--- src/hw/rtl/ptd_pkg.sv ---
// ---------------------------------------------------------------------------
// Period tone detector package
// Shared types and constants for the period tone detector blocks.
// ---------------------------------------------------------------------------
package ptd_pkg;

	localparam int unsigned FREQ_W   = 16;
	localparam int unsigned PERIOD_W = 16;
	localparam int unsigned PCT_W    = 7;
	localparam int unsigned CLK_W    = 24;
	localparam int unsigned PROD_W   = FREQ_W + PCT_W;
	localparam int unsigned CFG_IDX_W = 2;
	localparam int unsigned CFG_DATA_W = CLK_W;

	localparam logic [FREQ_W-1:0] FREQ_SAT = '1;

	// floor(p / 200) = (p * ceil(2^30 / 100)) >> 31, exact for p below 2^23.
	localparam logic [CLK_W-1:0] RECIP_100   = 24'd10737419;
	localparam int unsigned      RECIP_SHIFT = 31;
	localparam int unsigned      SCALED_W    = PROD_W + CLK_W;

	// Register indexes of the configuration port.
	typedef enum logic [CFG_IDX_W-1:0] {
		REG_TARGET_FREQ = 2'd0,
		REG_BAND_PCT    = 2'd1,
		REG_FLOOR_FREQ  = 2'd2,
		REG_CLOCK_RATE  = 2'd3
	} ptd_reg_t;

	localparam logic [FREQ_W-1:0] TARGET_RST     = 16'd1000;
	localparam logic [PCT_W-1:0]  BAND_PCT_RST   = 7'd10;
	localparam logic [FREQ_W-1:0] FLOOR_FREQ_RST = 16'd100;
	localparam logic [CLK_W-1:0]  CLK_RATE_RST   = 24'd2000000;

	localparam int unsigned DIV_STEPS = CLK_W;
	localparam int unsigned CNT_W     = $clog2(DIV_STEPS);

	// One classified edge, as it travels from the front end to the back end.
	typedef struct packed {
		logic [PERIOD_W-1:0] period;
		logic                zero;
	} ptd_item_t;

	// Queue status seen by the back end.
	typedef struct packed {
		logic      not_empty;
		ptd_item_t head;
	} ptd_q_status_t;

	typedef struct packed {
		logic [FREQ_W-1:0] target;
		logic [PCT_W-1:0]  pct;
		logic [FREQ_W-1:0] floor_freq;
		logic [CLK_W-1:0]  clk_rate;
	} ptd_cfg_t;

	typedef enum logic [1:0] {
		ST_IDLE,
		ST_DIV,
		ST_DONE
	} ptd_state_t;

endpackage

--- src/hw/rtl/ptd_front.sv ---
// ---------------------------------------------------------------------------
// Period tone detector front end
// Accepts capture times, forms the wrapped period and pushes it to the queue.
// ---------------------------------------------------------------------------
module ptd_front import ptd_pkg::*; (
	input  logic                clk,
	input  logic                arst_n,
	input  logic                in_valid,
	output logic                in_stall,
	input  logic [PERIOD_W-1:0] capture_time,
	input  logic                q_full,
	output logic                push,
	output ptd_item_t           push_item
);

	logic [PERIOD_W-1:0] last_capture_q;

	assign in_stall = q_full;
	assign push     = in_valid && !q_full;

	always_comb begin
		push_item.period = capture_time - last_capture_q;
		push_item.zero   = (capture_time == last_capture_q);
	end

	always_ff @(posedge clk or negedge arst_n) begin
		if (!arst_n) begin
			last_capture_q <= '0;
		end else if (push) begin
			last_capture_q <= capture_time;
		end
	end

endmodule

--- src/hw/rtl/ptd_queue.sv ---
// ---------------------------------------------------------------------------
// Period tone detector queue
// Two-entry queue between the front end and the divider back end.
// ---------------------------------------------------------------------------
module ptd_queue import ptd_pkg::*; (
	input  logic          clk,
	input  logic          arst_n,
	input  logic          push,
	input  ptd_item_t     push_item,
	output logic          full,
	input  logic          pop,
	output ptd_q_status_t status
);

	ptd_item_t  mem_q [2];
	logic       wr_ptr_q;
	logic       rd_ptr_q;
	logic [1:0] count_q;

	assign full             = (count_q == 2'd2);
	assign status.not_empty = (count_q != 2'd0);
	assign status.head      = mem_q[rd_ptr_q];

	always_ff @(posedge clk) begin
		if (push) begin
			mem_q[wr_ptr_q] <= push_item;
		end
	end

	always_ff @(posedge clk or negedge arst_n) begin
		if (!arst_n) begin
			wr_ptr_q <= 1'b0;
			rd_ptr_q <= 1'b0;
			count_q  <= 2'd0;
		end else begin
			if (push) begin
				wr_ptr_q <= !wr_ptr_q;
			end
			if (pop) begin
				rd_ptr_q <= !rd_ptr_q;
			end
			case ({push, pop})
				2'b10:   count_q <= count_q + 2'd1;
				2'b01:   count_q <= count_q - 2'd1;
				default: count_q <= count_q;
			endcase
		end
	end

endmodule

--- src/hw/rtl/ptd_back.sv ---
// ---------------------------------------------------------------------------
// Period tone detector back end
// Bit-serial frequency divider, band limits and the result register.
// ---------------------------------------------------------------------------
module ptd_back import ptd_pkg::*; (
	input  logic                clk,
	input  logic                arst_n,
	input  ptd_cfg_t            cfg,
	input  ptd_q_status_t       q_status,
	output logic                pop,
	output logic                out_valid,
	input  logic                out_stall,
	output logic                tone_detected,
	output logic [FREQ_W-1:0]   measured_freq,
	output logic [PERIOD_W-1:0] period_ticks
);

	ptd_state_t state_q, state_d;

	logic [CNT_W-1:0]    cnt_q;
	logic [CLK_W-1:0]    dq_q;       // dividend shifting out, quotient shifting in
	logic [PERIOD_W-1:0] rem_q;
	logic [PERIOD_W-1:0] divisor_q;
	logic                zero_q;
	logic [PROD_W-1:0]   prod_q;
	logic [SCALED_W-1:0] scaled_q;
	logic [FREQ_W-1:0]   lo_q;
	logic [FREQ_W-1:0]   hi_q;
	logic                out_valid_q;

	logic [PERIOD_W:0]   rem_shift;
	logic                rem_ge;
	logic [FREQ_W-1:0]   half;
	logic [FREQ_W:0]     hi_wide;
	logic [FREQ_W-1:0]   freq;
	logic                hit;
	logic                load_out;

	assign out_valid = out_valid_q;

	always_comb begin
		rem_shift = {rem_q, dq_q[CLK_W-1]};
		rem_ge    = (rem_shift >= {1'b0, divisor_q});
		half      = scaled_q[RECIP_SHIFT +: FREQ_W];
		hi_wide   = {1'b0, cfg.target} + {1'b0, half};
		if (zero_q) begin
			freq = '0;
		end else if (dq_q[CLK_W-1:FREQ_W] != '0) begin
			freq = FREQ_SAT;
		end else begin
			freq = dq_q[FREQ_W-1:0];
		end
		hit = (freq >= cfg.floor_freq) && (freq >= lo_q) && (freq <= hi_q);
	end

	always_comb begin
		state_d  = state_q;
		pop      = 1'b0;
		load_out = 1'b0;
		unique case (state_q)
			ST_IDLE: begin
				if (q_status.not_empty) begin
					pop     = 1'b1;
					state_d = ST_DIV;
				end
			end
			ST_DIV: begin
				if (cnt_q == CNT_W'(DIV_STEPS - 1)) begin
					state_d = ST_DONE;
				end
			end
			ST_DONE: begin
				if (!out_valid_q || !out_stall) begin
					load_out = 1'b1;
					state_d  = ST_IDLE;
				end
			end
			default: state_d = ST_IDLE;
		endcase
	end

	always_ff @(posedge clk or negedge arst_n) begin
		if (!arst_n) begin
			state_q     <= ST_IDLE;
			out_valid_q <= 1'b0;
			cnt_q       <= '0;
		end else begin
			state_q <= state_d;
			if (load_out) begin
				out_valid_q <= 1'b1;
			end else if (!out_stall) begin
				out_valid_q <= 1'b0;
			end
			if (pop) begin
				cnt_q <= '0;
			end else if (state_q == ST_DIV) begin
				cnt_q <= cnt_q + CNT_W'(1);
			end
		end
	end

	always_ff @(posedge clk) begin
		if (pop) begin
			dq_q      <= cfg.clk_rate;
			rem_q     <= '0;
			divisor_q <= q_status.head.period;
			zero_q    <= q_status.head.zero;
		end else if (state_q == ST_DIV) begin
			if (rem_ge) begin
				rem_q <= PERIOD_W'(rem_shift - {1'b0, divisor_q});
			end else begin
				rem_q <= rem_shift[PERIOD_W-1:0];
			end
			dq_q <= {dq_q[CLK_W-2:0], rem_ge};
			// Band limits are worked out in the first few divider steps.
			case (cnt_q)
				CNT_W'(0): prod_q   <= PROD_W'(cfg.target) * PROD_W'(cfg.pct);
				CNT_W'(1): scaled_q <= SCALED_W'(prod_q) * SCALED_W'(RECIP_100);
				CNT_W'(2): begin
					lo_q <= (half > cfg.target) ? '0 : cfg.target - half;
					hi_q <= hi_wide[FREQ_W] ? FREQ_SAT : hi_wide[FREQ_W-1:0];
				end
				default: ;
			endcase
		end
		// The divisor is the period and stays put until the next pop, so the
		// whole result is loaded together and held under out_stall.
		if (load_out) begin
			tone_detected <= hit;
			measured_freq <= freq;
			period_ticks  <= divisor_q;
		end
	end

	a_pop_only_idle: assert property (@(posedge clk) disable iff (!arst_n)
		pop |-> (state_q == ST_IDLE && q_status.not_empty))
		else $error("pop outside idle or from an empty queue");

	a_no_overwrite: assert property (@(posedge clk) disable iff (!arst_n)
		load_out |-> (!out_valid_q || !out_stall))
		else $error("result register overwritten while held");

	a_zero_freq: assert property (@(posedge clk) disable iff (!arst_n)
		(load_out && zero_q) |=> (measured_freq == '0))
		else $error("zero period gave a non-zero frequency");

	a_div_len: assert property (@(posedge clk) disable iff (!arst_n)
		(state_q == ST_DIV) |-> (cnt_q <= CNT_W'(DIV_STEPS - 1)))
		else $error("divider step count overran");

endmodule

--- src/hw/rtl/period_tone_detector.sv ---
// ---------------------------------------------------------------------------
// Period tone detector
// Measures the period between rising-edge timestamps, converts it to a
// frequency and flags whether that frequency lies inside a configured band.
// ---------------------------------------------------------------------------
//
//  Channel   Handshake              Payload
//  --------  ---------------------  ------------------------------------------
//  input     in_valid / in_stall    capture_time[15:0]
//  output    out_valid / out_stall  tone_detected, measured_freq, period_ticks
//  config    cfg_we                 cfg_index[1:0], cfg_data[23:0]
//
// In the back end each request leaves the queue, passes through the 24 steps
// of the bit-serial restoring divider (one quotient bit per cycle of the
// 24-bit clock rate) and is then loaded into the result register.
// The front end takes a request in any cycle while the two-entry queue has
// room, so up to two requests can wait while the divider is busy.
// The output register holds a finished result under out_stall; the back end
// then waits with the next request until that result is taken.
// Reset is asynchronous and active low; it restores the default registers
// and clears the stored capture time to zero.
//
module period_tone_detector import ptd_pkg::*; (
	input  logic                  clk,
	input  logic                  arst_n,
	input  logic                  in_valid,
	output logic                  in_stall,
	input  logic [PERIOD_W-1:0]   capture_time,
	output logic                  out_valid,
	input  logic                  out_stall,
	output logic                  tone_detected,
	output logic [FREQ_W-1:0]     measured_freq,
	output logic [PERIOD_W-1:0]   period_ticks,
	input  logic                  cfg_we,
	input  logic [CFG_IDX_W-1:0]  cfg_index,
	input  logic [CFG_DATA_W-1:0] cfg_data
);

	// Configuration registers: write only while no request is in flight
	// (not enforced), so the back end may read them directly in its divide.
	ptd_cfg_t cfg_q;

	logic          q_full;
	logic          push;
	logic          pop;
	ptd_item_t     push_item;
	ptd_q_status_t q_status;

	always_ff @(posedge clk or negedge arst_n) begin
		if (!arst_n) begin
			cfg_q.target     <= TARGET_RST;
			cfg_q.pct        <= BAND_PCT_RST;
			cfg_q.floor_freq <= FLOOR_FREQ_RST;
			cfg_q.clk_rate   <= CLK_RATE_RST;
		end else if (cfg_we) begin
			unique case (ptd_reg_t'(cfg_index))
				REG_TARGET_FREQ: cfg_q.target     <= cfg_data[FREQ_W-1:0];
				REG_BAND_PCT:    cfg_q.pct        <= cfg_data[PCT_W-1:0];
				REG_FLOOR_FREQ:  cfg_q.floor_freq <= cfg_data[FREQ_W-1:0];
				REG_CLOCK_RATE:  cfg_q.clk_rate   <= cfg_data[CLK_W-1:0];
				default: ;
			endcase
		end
	end

	// Front end: takes each request and forms the wrapped period.
	ptd_front u_front (
		.clk          (clk),
		.arst_n       (arst_n),
		.in_valid     (in_valid),
		.in_stall     (in_stall),
		.capture_time (capture_time),
		.q_full       (q_full),
		.push         (push),
		.push_item    (push_item)
	);

	// Short queue so that the front end keeps taking requests while the
	// divider works on an earlier one.
	ptd_queue u_queue (
		.clk       (clk),
		.arst_n    (arst_n),
		.push      (push),
		.push_item (push_item),
		.full      (q_full),
		.pop       (pop),
		.status    (q_status)
	);

	// Back end: divider, band check and result register.
	ptd_back u_back (
		.clk           (clk),
		.arst_n        (arst_n),
		.cfg           (cfg_q),
		.q_status      (q_status),
		.pop           (pop),
		.out_valid     (out_valid),
		.out_stall     (out_stall),
		.tone_detected (tone_detected),
		.measured_freq (measured_freq),
		.period_ticks  (period_ticks)
	);

endmodule
--- config.mk ---
export PLATFORM = sky130hd
export DESIGN_NAME = period_tone_detector
export DESIGN_NICKNAME = d
export VERILOG_FILES = /design/src/hw/rtl/ptd_pkg.sv /design/src/hw/rtl/ptd_front.sv /design/src/hw/rtl/ptd_queue.sv /design/src/hw/rtl/ptd_back.sv /design/src/hw/rtl/period_tone_detector.sv
export SDC_FILE = /design/constraint.sdc
export NUM_CORES = 1
export LEC_CHECK = 0
export ABC_AREA = 1
export BUFFER_PORTS_ARGS = -buffer_cell sky130_fd_sc_hd__buf_2
export CORE_MARGIN = 3
export CORE_UTILIZATION = 42
export DETAILED_ROUTE_END_ITERATION = 16
export GPL_ROUTABILITY_DRIVEN = 0
export PLACE_DENSITY = 0.64
export SLEW_MARGIN = 20
export SYNTH_ARGS = -nofsm -noshare
export SYNTH_HDL_FRONTEND = slang
export SYNTH_SLANG_ARGS = --single-unit
--- constraint.sdc ---
create_clock -name clk -period 9.6 [get_ports clk]
set_clock_uncertainty 0.2 [all_clocks]
set_input_delay 1.92 -clock clk [delete_from_list [all_inputs] [get_ports clk]]
set_output_delay 1.92 -clock clk [all_outputs]
set_load 0.01 [all_outputs]
Yosys cells after proc, flatten, opt, wreduce, memory -nomap -nowiden
Memories as Yosys holds them, arrays and structs flattened. A register that Yosys moved wholly into a read port is not among the register bits.
Cells that the tools add are included.
{ "op_classes": {"n_addsub": 7, "multipliers": 2, "div_mod_pow": 0, "n_lt_le_gt_ge": 5, "n_eq_ne": 16, "shift": 0, "mux": 20, "n_bitwise": 1, "n_reduce_logical": 24} }
{ "op_table": {"columns": ["operator", "count"], "rows": [
  ["two-way mux 16 bit", 3],
  ["two-way mux 24 bit", 2],
  ["subtractor 16 bit", 3],
  ["multiplier 23 x 24 -> 47 bit (second input constant)", 1],
  [">= comparator 16 bit", 2],
  ["multiplier 16 x 7 -> 23 bit", 1],
  ["adder 16 x 16 -> 17 bit", 1],
  [">= comparator 17 x 16 -> 1 bit", 1],
  ["equality test 16 bit", 1],
  ["greater-than comparator 16 bit", 1],
  ["<= comparator 16 bit", 1],
  ["AND reduction 3 bit", 4],
  ["equality test 2 bit (second input constant)", 5],
  ["two-way mux 5 bit", 2],
  ["two-way mux 1 bit", 8],
  ["AND reduction 2 bit", 4],
  ["nonzero test 8 bit", 1],
  ["equality test 2 x 1 -> 1 bit (second input constant)", 3],
  ["two-way mux 2 bit", 3],
  ["!= test 2 x 1 -> 1 bit (second input constant)", 3],
  ["one-hot mux 2 bit (3 select lines)", 1],
  ["nonzero test 2 bit", 3],
  ["adder 5 x 1 -> 5 bit (second input constant)", 1],
  ["equality test 5 x 1 -> 1 bit (second input constant)", 1],
  ["12 further kinds", 19]
]} }
{ "totals": {"ff_bits": 266, "latch_bits": 0, "mem_bits_rw": 34, "rom_bits": 0, "inputBits": 47, "output_inout_bits": 35, "elab_cells": 96, "n_memories": 1} }
{ "memory_table": {"columns": ["name", "depth", "word_bits", "rd", "rd_ports_with_merged_regs", "wr", "line_no", "rtl"], "rows": [
  ["u_queue.mem_q", 2, 17, 1, 1, 1, "ptd_queue.sv:15", "ptd_item_t mem_q [2];"]
]} }

Logic depth before layout (Yosys ltp)
Gate-level depths: netlist of the first run.
{ "logic_depth": {"word_depth": 6, "mapped_depth": 28, "ltp_nobuf": 28} }

Cells and area by module
Synthesis of the first run repeated with hierarchy kept, for this count alone.
{ "unflattened": {"cells_unflattened": 3761, "hier_area_um2": 30344.1} }
{ "by_module_without_submodules": {"columns": ["mod", "n_inst", "cells_per_inst", "area_each_um2", "seq_area_each_um2"], "rows": [
  ["ptd_back", 1, 3110, 24596.1, 4874.7],
  ["period_tone_detector", 1, 281, 2593.7, 1599.0],
  ["ptd_front", 1, 257, 1606.5, 400.4],
  ["ptd_queue", 1, 113, 1547.7, 1121.1]
]} }

Worst setup path before layout of the first run
Ideal clock, no wire load.
{ "synth_path": {"kind": "reg2reg", "startpoint": "reg u_back.prod_q[6]", "endpoint": "reg u_back.scaled_q[39], data pin", "setup_time_ps": 253, "arrival_time_ps": 5321, "required_ps": 9147, "slack_ps": 3826, "path_stages_with_launch": 24, "path_buffers": 0, "period_less_slack_ps": 5774, "path_cell_list": "edfxtp_1 -> inv_1 -> fa_1 -> inv_1 -> fa_1 -> inv_1 -> fa_1 -> fa_1 -> inv_1 -> fa_1 -> fa_1 -> inv_1 -> fa_1 -> inv_1 -> ha_1 -> nand2_1 -> nor2_1 -> inv_1 -> nor3_1 -> nand2_1 -> nand2_1 -> nand2_1 -> nand4_1 -> nand2_1"} }
{ "synth_via": {"elab_chain_len": 1} }
{ "synth_rtl": {"columns": ["item", "line_no", "rtl"], "rows": [
  ["start: declaration", "ptd_back.sv:25", "logic [PROD_W-1:0] prod_q;"],
  ["start signal: assignment", "ptd_back.sv:117", "CNT_W'(0): prod_q <= PROD_W'(cfg.target) * PROD_W'(cfg.pct);"],
  ["multiplier 23 x 24 -> 47 bit", "ptd_back.sv:118", "CNT_W'(1): scaled_q <= SCALED_W'(prod_q) * SCALED_W'(RECIP_100);"],
  ["end signal: assignment", "ptd_back.sv:118", null],
  ["end: declaration", "ptd_back.sv:26", "logic [SCALED_W-1:0] scaled_q;"]
]} }
No other way between the ends.
A chain may end at the register's enable or synchronous reset.

Worst setup path in the final report of the first run
{ "layout_path": {"startpoint": "reg u_back.prod_q[3]", "endpoint": "reg u_back.scaled_q[36], data pin"} }
The elaborated chain is that of the path after synthesis.

==> results by group, run 1 <==
Floorplanning
  • Row count: 97
  • Die H: 272.4 µm
  • Die area: 0.07419 mm²
  • Initial Util: 0.4248
  • CORE AREA: 0.07015 mm²
  • Die W: 272.4 µm
  • I/O pin count: 82

Synthesis
  • Synth async-reset ratio: 0.3182
  • Synthesized area: 0.02980 mm²
  • Synth area leader: edfxtp_1
  • Post-synthesis compound-gate area fraction: 0.05966
  • Xor/xnor cell area share of the yosys netlist: 0.01499
  • Mux cell area share after synthesis: 0.003401
  • Syn_nets: 4327
  • Area contributors post-synth: edfxtp_1, fa_1, ha_1
  • Adder-cell share of the synthesized area: 0.3480
  • Largest family of logic cells by synthesized area: adder cells
  • EDFF count, synth: 179
  • Seq/Total Area, Yosys: 0.2683
  • Yosys reg bits: 286
  • Synth top area share: 0.1804
  • Ys flop type: edfxtp_1
  • Synth Area per Inst: 8.250 µm²
  • Warning count from the yosys run: 0
  • Post-synth top cells: nand2_1, inv_1, ha_1, fa_1, nor2_1
  • Post-synthesis cell count: 3612
  • Cell variety after synth: 51
  • Simple-gate share of the synthesized area: 0.1898
  • Most frequent cell after synthesis: nand2_1

Setup path
  • R2r worst-path depth: 19
  • CP Capture Point: u_back.scaled_q[36]
  • CP Launch Type: flop
  • R2R Path End: u_back.scaled_q[36]
  • Worst Setup Path Type: flop to flop
  • CP required: 9.70 ns
  • Data arrival, critical path: 6.33 ns
  • Setup crit start: u_back.prod_q[3]
  • Critical Path End Type: flop
  • Reg-to-reg slack, setup: 3.37 ns
  • Worst-path fanout max: 8
  • Reg2reg start: u_back.prod_q[3]

Routing
  • Pre-antenna DRT Iters: 5
  • Final ANT Viol Nets: 0
  • Wire length after detailed routing: 74660 µm
  • WL/cell: 16.11 µm
  • Via count: 22820
  • Via/cell ratio: 4.925
  • Initial DRC Count: 1441
  • Residual DRC: 0

Clock network
  • Clock H-tree levels: 2
  • TritonCTS clock tree: built
  • CTS Hold Buffers Added: 0
  • Clock root buffer: clkbuf_16
  • Clock tree sinks: 286
  • CTS max path bufs: 3
  • Postcts setup bufs: 0
  • TritonCTS Buffers: 36
  • PostCTS Resize Cnt: 0
  • Clock slew at reported path FFs: 0.07 ns
  • Worst-Skew Late Latency: 0.53 ns

STA
  • Fin. Hold Viols: 0
  • Setup slack after layout: 3.372 ns
  • Min Clock Period, post-route: 6.228 ns
  • Worst-Margin Slew: 1.032 ns
  • Max Fclk: 0.1606 GHz
  • Period utilization: 0.6487
  • Setup TNS Final: 0 ns
  • RSZ-0062 raised after global routing: no
  • Fin. max-slew vios: 0
  • Slew HR: 0.3117
  • Setup Viol. Count Final: 0

Final layout
  • Fin nets: 4382
  • Post-route cell area: 0.03232 mm²
  • Layout cell share with drive strength beyond 1: 0.06308
  • Layout area overhead: 8.444%
  • Number of inserted diodes: 0
  • Non-Filler Instances: 4634

GRT
  • GRT Total Usage: 0.2075
  • Grt total ovfl: 0
  • Initial antenna violation count: 3
  • Largest net degree at the start of global routing: 57
  • Vias in the first global route: 23070
  • Global-route wire length before repair: 122100 µm

Placed design
  • Area after DPL: 0.03111 mm²
  • Placed insts: 4569
  • DP HPWL: 61460 µm
  • Setup WS pre-CTS: 3.362 ns
  • Port bufs: 81

Status
  • Status: finished, final reports clean

Min path
  • Hold Crit Class: flop to flop

Flow run
  • MaxCap Viol Count: 0
-- cell type report --
type                    instances  area [µm²]
repair buffers                 93       498.0
multi-input cells            2431       18370
inverters                     819        3074
clock inverters                21       185.2
clock buffers                  44        1015
fillers                      6975       37830
well taps                     940        1176
flip-flops and latches        286        7995
-- per-layer routing --
metal  up-vias  global-route usage  share of wire
met2       518              0.3481           0.46
met1     10890              0.2815           0.46
met4         0             0.06284          0.030
li1      11300                   -              -
met3       118             0.02449          0.051
met5         -                   0              0
-- how the worst min path moves through the flow --
stage,from,endpoint,depth (start not counted)
2_1_floorplan,u_back.divisor_q[10],u_back.period_ticks[10],0
3_3_place_gp,u_back.divisor_q[11],u_back.period_ticks[11],0
4_1_cts,u_back.divisor_q[12],u_back.period_ticks[12],0
6_report,u_back.divisor_q[12],u_back.period_ticks[12],0
5_1_grt,u_back.divisor_q[13],u_back.period_ticks[13],0
3_5_place_dp,u_back.divisor_q[12],u_back.period_ticks[12],0
-- state kept, by name, summed over array words and instances (netlist names), 23 cells and up --
| register | cells |
|---|---|
| u_queue.mem_q | 34 |
| u_back.dq_q | 24 |
| u_back.prod_q | 23 |
| cfg_q | 63 |
-- per-stage QoR --
step	util	hold slack (ns)
2_1_floorplan	-	0.2264
3_3_place_gp	0.4435	0.2341
3_5_place_dp	0.4435	0.2406
4_1_cts	0.4606	0.2553
5_1_grt	0.4607	0.2778
6_report	0.4607	0.2559
-- critical path: stages, from the launching register on --
cell and delay, ns:
edfxtp_1 0.58, fa_1 0.62, fa_1 0.52, inv_1 0.06
fa_1 0.54, inv_1 0.06, fa_1 0.48, fa_1 0.53
fa_1 0.50, inv_1 0.05, fa_1 0.48, inv_1 0.04
ha_1 0.30, nand2_1 0.09, nor2_1 0.23, nand2_1 0.16
o21ai_0 0.31, nand2_1 0.12, nand4_1 0.09, nand2_1 0.05
-- cells in the final DEF, fill, tap and decap left out, types with 7 or more instances in the layout --
| cell | Yosys | layout |
|---|---|---|
| nor3_1 | 20 | 20 |
| nor2_2 | 9 | 11 |
| mux2_2 | 9 | 9 |
| edfxtp_1 | 179 | 179 |
| a21oi_1 | 148 | 147 |
| o21bai_1 | 16 | 16 |
| fa_1 | 268 | 268 |
| o21ai_0 | 115 | 115 |
| nor2_1 | 213 | 211 |
| nand3b_1 | 12 | 12 |
| xnor2_1 | 17 | 17 |
| xor2_1 | 34 | 34 |
| nand3_2 | 15 | 16 |
| dfrtp_1 | 73 | 73 |
| clkbuf_16 | 0 | 39 |
| ha_1 | 400 | 400 |
| nand4_1 | 35 | 35 |
| inv_1 | 814 | 814 |
| nand2_1 | 926 | 926 |
| buf_2 | 11 | 80 |
| dfstp_2 | 18 | 18 |
| buf_4 | 10 | 13 |
| nand3_1 | 118 | 117 |
| a21o_1 | 8 | 8 |
| o21ai_1 | 13 | 13 |
| dfxtp_1 | 16 | 16 |
| nand2_2 | 7 | 7 |
-- kinds of logic (layout without fill, tap and decap cells) --
kind of cell	after synthesis	in the layout
DFF	286	286
xor gates and xnor gates	51	51
muxes	9	9
and+or+nand+nor	1375	1375
AOI/OAI and AO/OA	328	328
adders and majority gates	668	668
buffers and inverters	895	977
Power of run 1 is not shown: default switching activity piles up to over one toggle a cycle in this logic, so the estimate is an artifact.
==> run 2, diff against run 1 <==
Settings changed: PLACE_DENSITY 0.64 to 0.67.
Clock period 9.6 ns to 5.1 ns, I/O delays scaled along.
==> results by group, run 2 (same netlist as run 1, synthesis figures left out) <==
GRT
  • Largest net degree at the start of global routing: 63 (+11%)
  • Grt total ovfl: 0 (unchanged)
  • Met2 Track Usage GR: 0.3596 (+0.01149)
  • GRT Max-Usage Layer: met2
  • Initial antenna violation count: 7 (+4)
  • M3 GR Usage: 0.04061 (+0.01612)
  • GRT Total Usage: 0.2147 (+0.007217)
  • Routing usage on met1: 0.2812 (about the same)
  • Global-route wire length before repair: 126500 µm (+3.6%)
  • Vias in the first global route: 24150 (+4.7%)

Setup path
  • CP required: 5.21 ns (-4.49 ns)
  • Critical Path End Type: flop
  • WP buf/inv: 6 (+2)
  • Data arrival, critical path: 5.85 ns (-0.48 ns)
  • Slowest-stage cell, CP: fa_1
  • CP Launch Type: flop
  • Worst path depth: 22 (+3)
  • Crit path cell chain: fa_1 > inv_2 > fa_1 > inv_1 > fa_1 > fa_1 > inv_2 > fa_2 > fa_1 > inv_1 > fa_1 > inv_2 > ha_4 > nand2_4 > nor2_4 > inv_2 > nor2_4 > nand2_1 > nor2_1 > nand2_1 > nand4_1 > nand2_1
  • Most used cell, CP: fa_1
  • CP peak stage delay: 0.55 ns (-0.07 ns)
  • Worst Setup Path Type: flop to flop
  • R2r worst-path depth: 22 (+3)
  • Worst-path fanout max: 3 (-5)
  • Top Family by Delay on Critical Path: adder cells

Floorplanning
  • Initial Util: 0.4248 (unchanged)
  • Die W: 272.4 µm (unchanged)
  • CORE AREA: 0.07015 mm² (unchanged)
  • Die area: 0.07419 mm² (unchanged)
  • Die H: 272.4 µm (unchanged)
  • Row count: 97 (unchanged)
  • I/O pin count: 82 (unchanged)

STA
  • Fin. Hold Viols: 0 (unchanged)
  • Period utilization: 1.124 (+0.4756)
  • Fin. max-slew vios: 0 (unchanged)
  • Setup Viol. Count Final: 16 (+16)
  • Setup slack after layout: -0.6343 ns (-4.007 ns)
  • Setup TNS Final: -9.108 ns (-9.108 ns)
  • RSZ-0062 raised after global routing: yes
  • Max Fclk: 0.1744 GHz (+8.6%)
  • Slew HR: 0.3094 (-0.002322)
  • Min Clock Period, post-route: 5.734 ns (-0.4935 ns)
  • Worst-Margin Slew: 1.035 ns (+0.002343 ns)

Final layout
  • Biggest regs: cfg_q: 63 flops, u_queue.mem_q: 34 flops, u_back.dq_q: 24 flops
  • Number of flip-flops under the largest register name: 63 (unchanged)
  • Most flop-heavy register: cfg_q
  • Layout cell share with drive strength beyond 1: 0.1581 (+0.09498)
  • Layout area overhead: 17.06%
  • Fin nets: 4597 (+4.9%)
  • Filler Cell Count: 6618 (-5.1%)
  • Commonest non-fill, non-tap cell in the layout: nand2_1
  • Number of inserted diodes: 0 (unchanged)
  • Most frequent cells in the layout: nand2_1, inv_1, ha_1, fa_1, buf_4

Routing
  • WL/cell: 16.06 µm (-0.30%)
  • Via/cell ratio: 4.905 (-0.42%)
  • Wire length after detailed routing: 77900 µm (+4.3%)
  • Pre-antenna DRT Iters: 5 (unchanged)
  • Final ANT Viol Nets: 0 (unchanged)
  • Initial DRC Count: 1499 (+4.0%)
  • Via count: 23790 (+4.2%)
  • Residual DRC: 0 (unchanged)

Clock network
  • Clock slew at reported path FFs: 0.06 ns (about the same)
  • CTS max path bufs: 3 (unchanged)
  • Worst-Skew Late Latency: 0.55 ns (+0.02 ns)
  • Clock tree sinks: 286 (unchanged)
  • TritonCTS Buffers: 36 (unchanged)
  • TritonCTS clock tree: built
  • Clock root buffer: clkbuf_16
  • Clock H-tree levels: 2 (unchanged)

Placed design
  • DP HPWL: 63810 µm (+3.8%)
  • Port bufs: 81 (unchanged)

Status
  • Failing checks: setup timing
  • Status: finished, violations left

Flow run
  • MaxCap Viol Count: 0 (unchanged)

Min path
  • Hold Crit Class: flop to flop
  • Hold Path Stages: 0 (unchanged)
[run 2: through the flow]
stage	hold WS, ns	util	setup WS, ns	area (µm²)	std cells
floorplan	0.2264	-	-0.4988	29910	3612
finish	0.2480	0.4973	-0.6343	34880	4850
CTS	0.2449	0.4919	-0.6329	34510	4845
detailed placement	0.2338	0.4660	-0.7383	32690	4763
global route	0.2509	0.4973	-0.8612	34880	4850
global placement	0.2331	0.4660	-0.7312	32690	4763
[run 2: path summary, 6_finish.rpt]
| path | startpoint | endpoint | slack (ns) |
|---|---|---|---|
| max | u_back.prod_q[5] | u_back.scaled_q[45] | -0.63 |
| min reg2reg | u_back.divisor_q[9] | u_back.period_ticks[9] | 0.25 |
| min in group asynchronous | arst_n | u_front.last_capture_q[12] | 0.34 |
| max in group asynchronous | arst_n | cfg_q[56] | 3.32 |
| min | u_back.divisor_q[9] | u_back.period_ticks[9] | 0.25 |
| max reg2reg | u_back.prod_q[5] | u_back.scaled_q[45] | -0.63 |
[run 2: metal layers]
layer	vias to the layer above	routed length, µm
li1	11720	-
met1	11310	34020
met5	-	37
met4	6	2460
met2	591	36570
met3	155	4812
[run 2: timing repair]
action | in CTS | in global routing
buffers inserted | 16 | 5
hold endpoints to repair | 0 | 0
gates resized for setup | 119 | 82
hold buffers | 0 | 0
pin swaps | 64 | 50
endpoints found under the setup margin | 16 | 24
cloned | 0 | 0
[run 2: final cells by class]
type                            count  area, µm²  area share
Inverter                          819       3079     0.08827
Clock buffer                       48      996.0     0.02855
Timing Repair Buffer              308       2147     0.06155
Multi-Input combinational cell   2431      19280      0.5527
Tap cell                          940       1176     0.03371
Sequential cell                   286       8004      0.2294
Clock inverter                     18      201.4    0.005775
Power of run 2 is left out for the same reason.
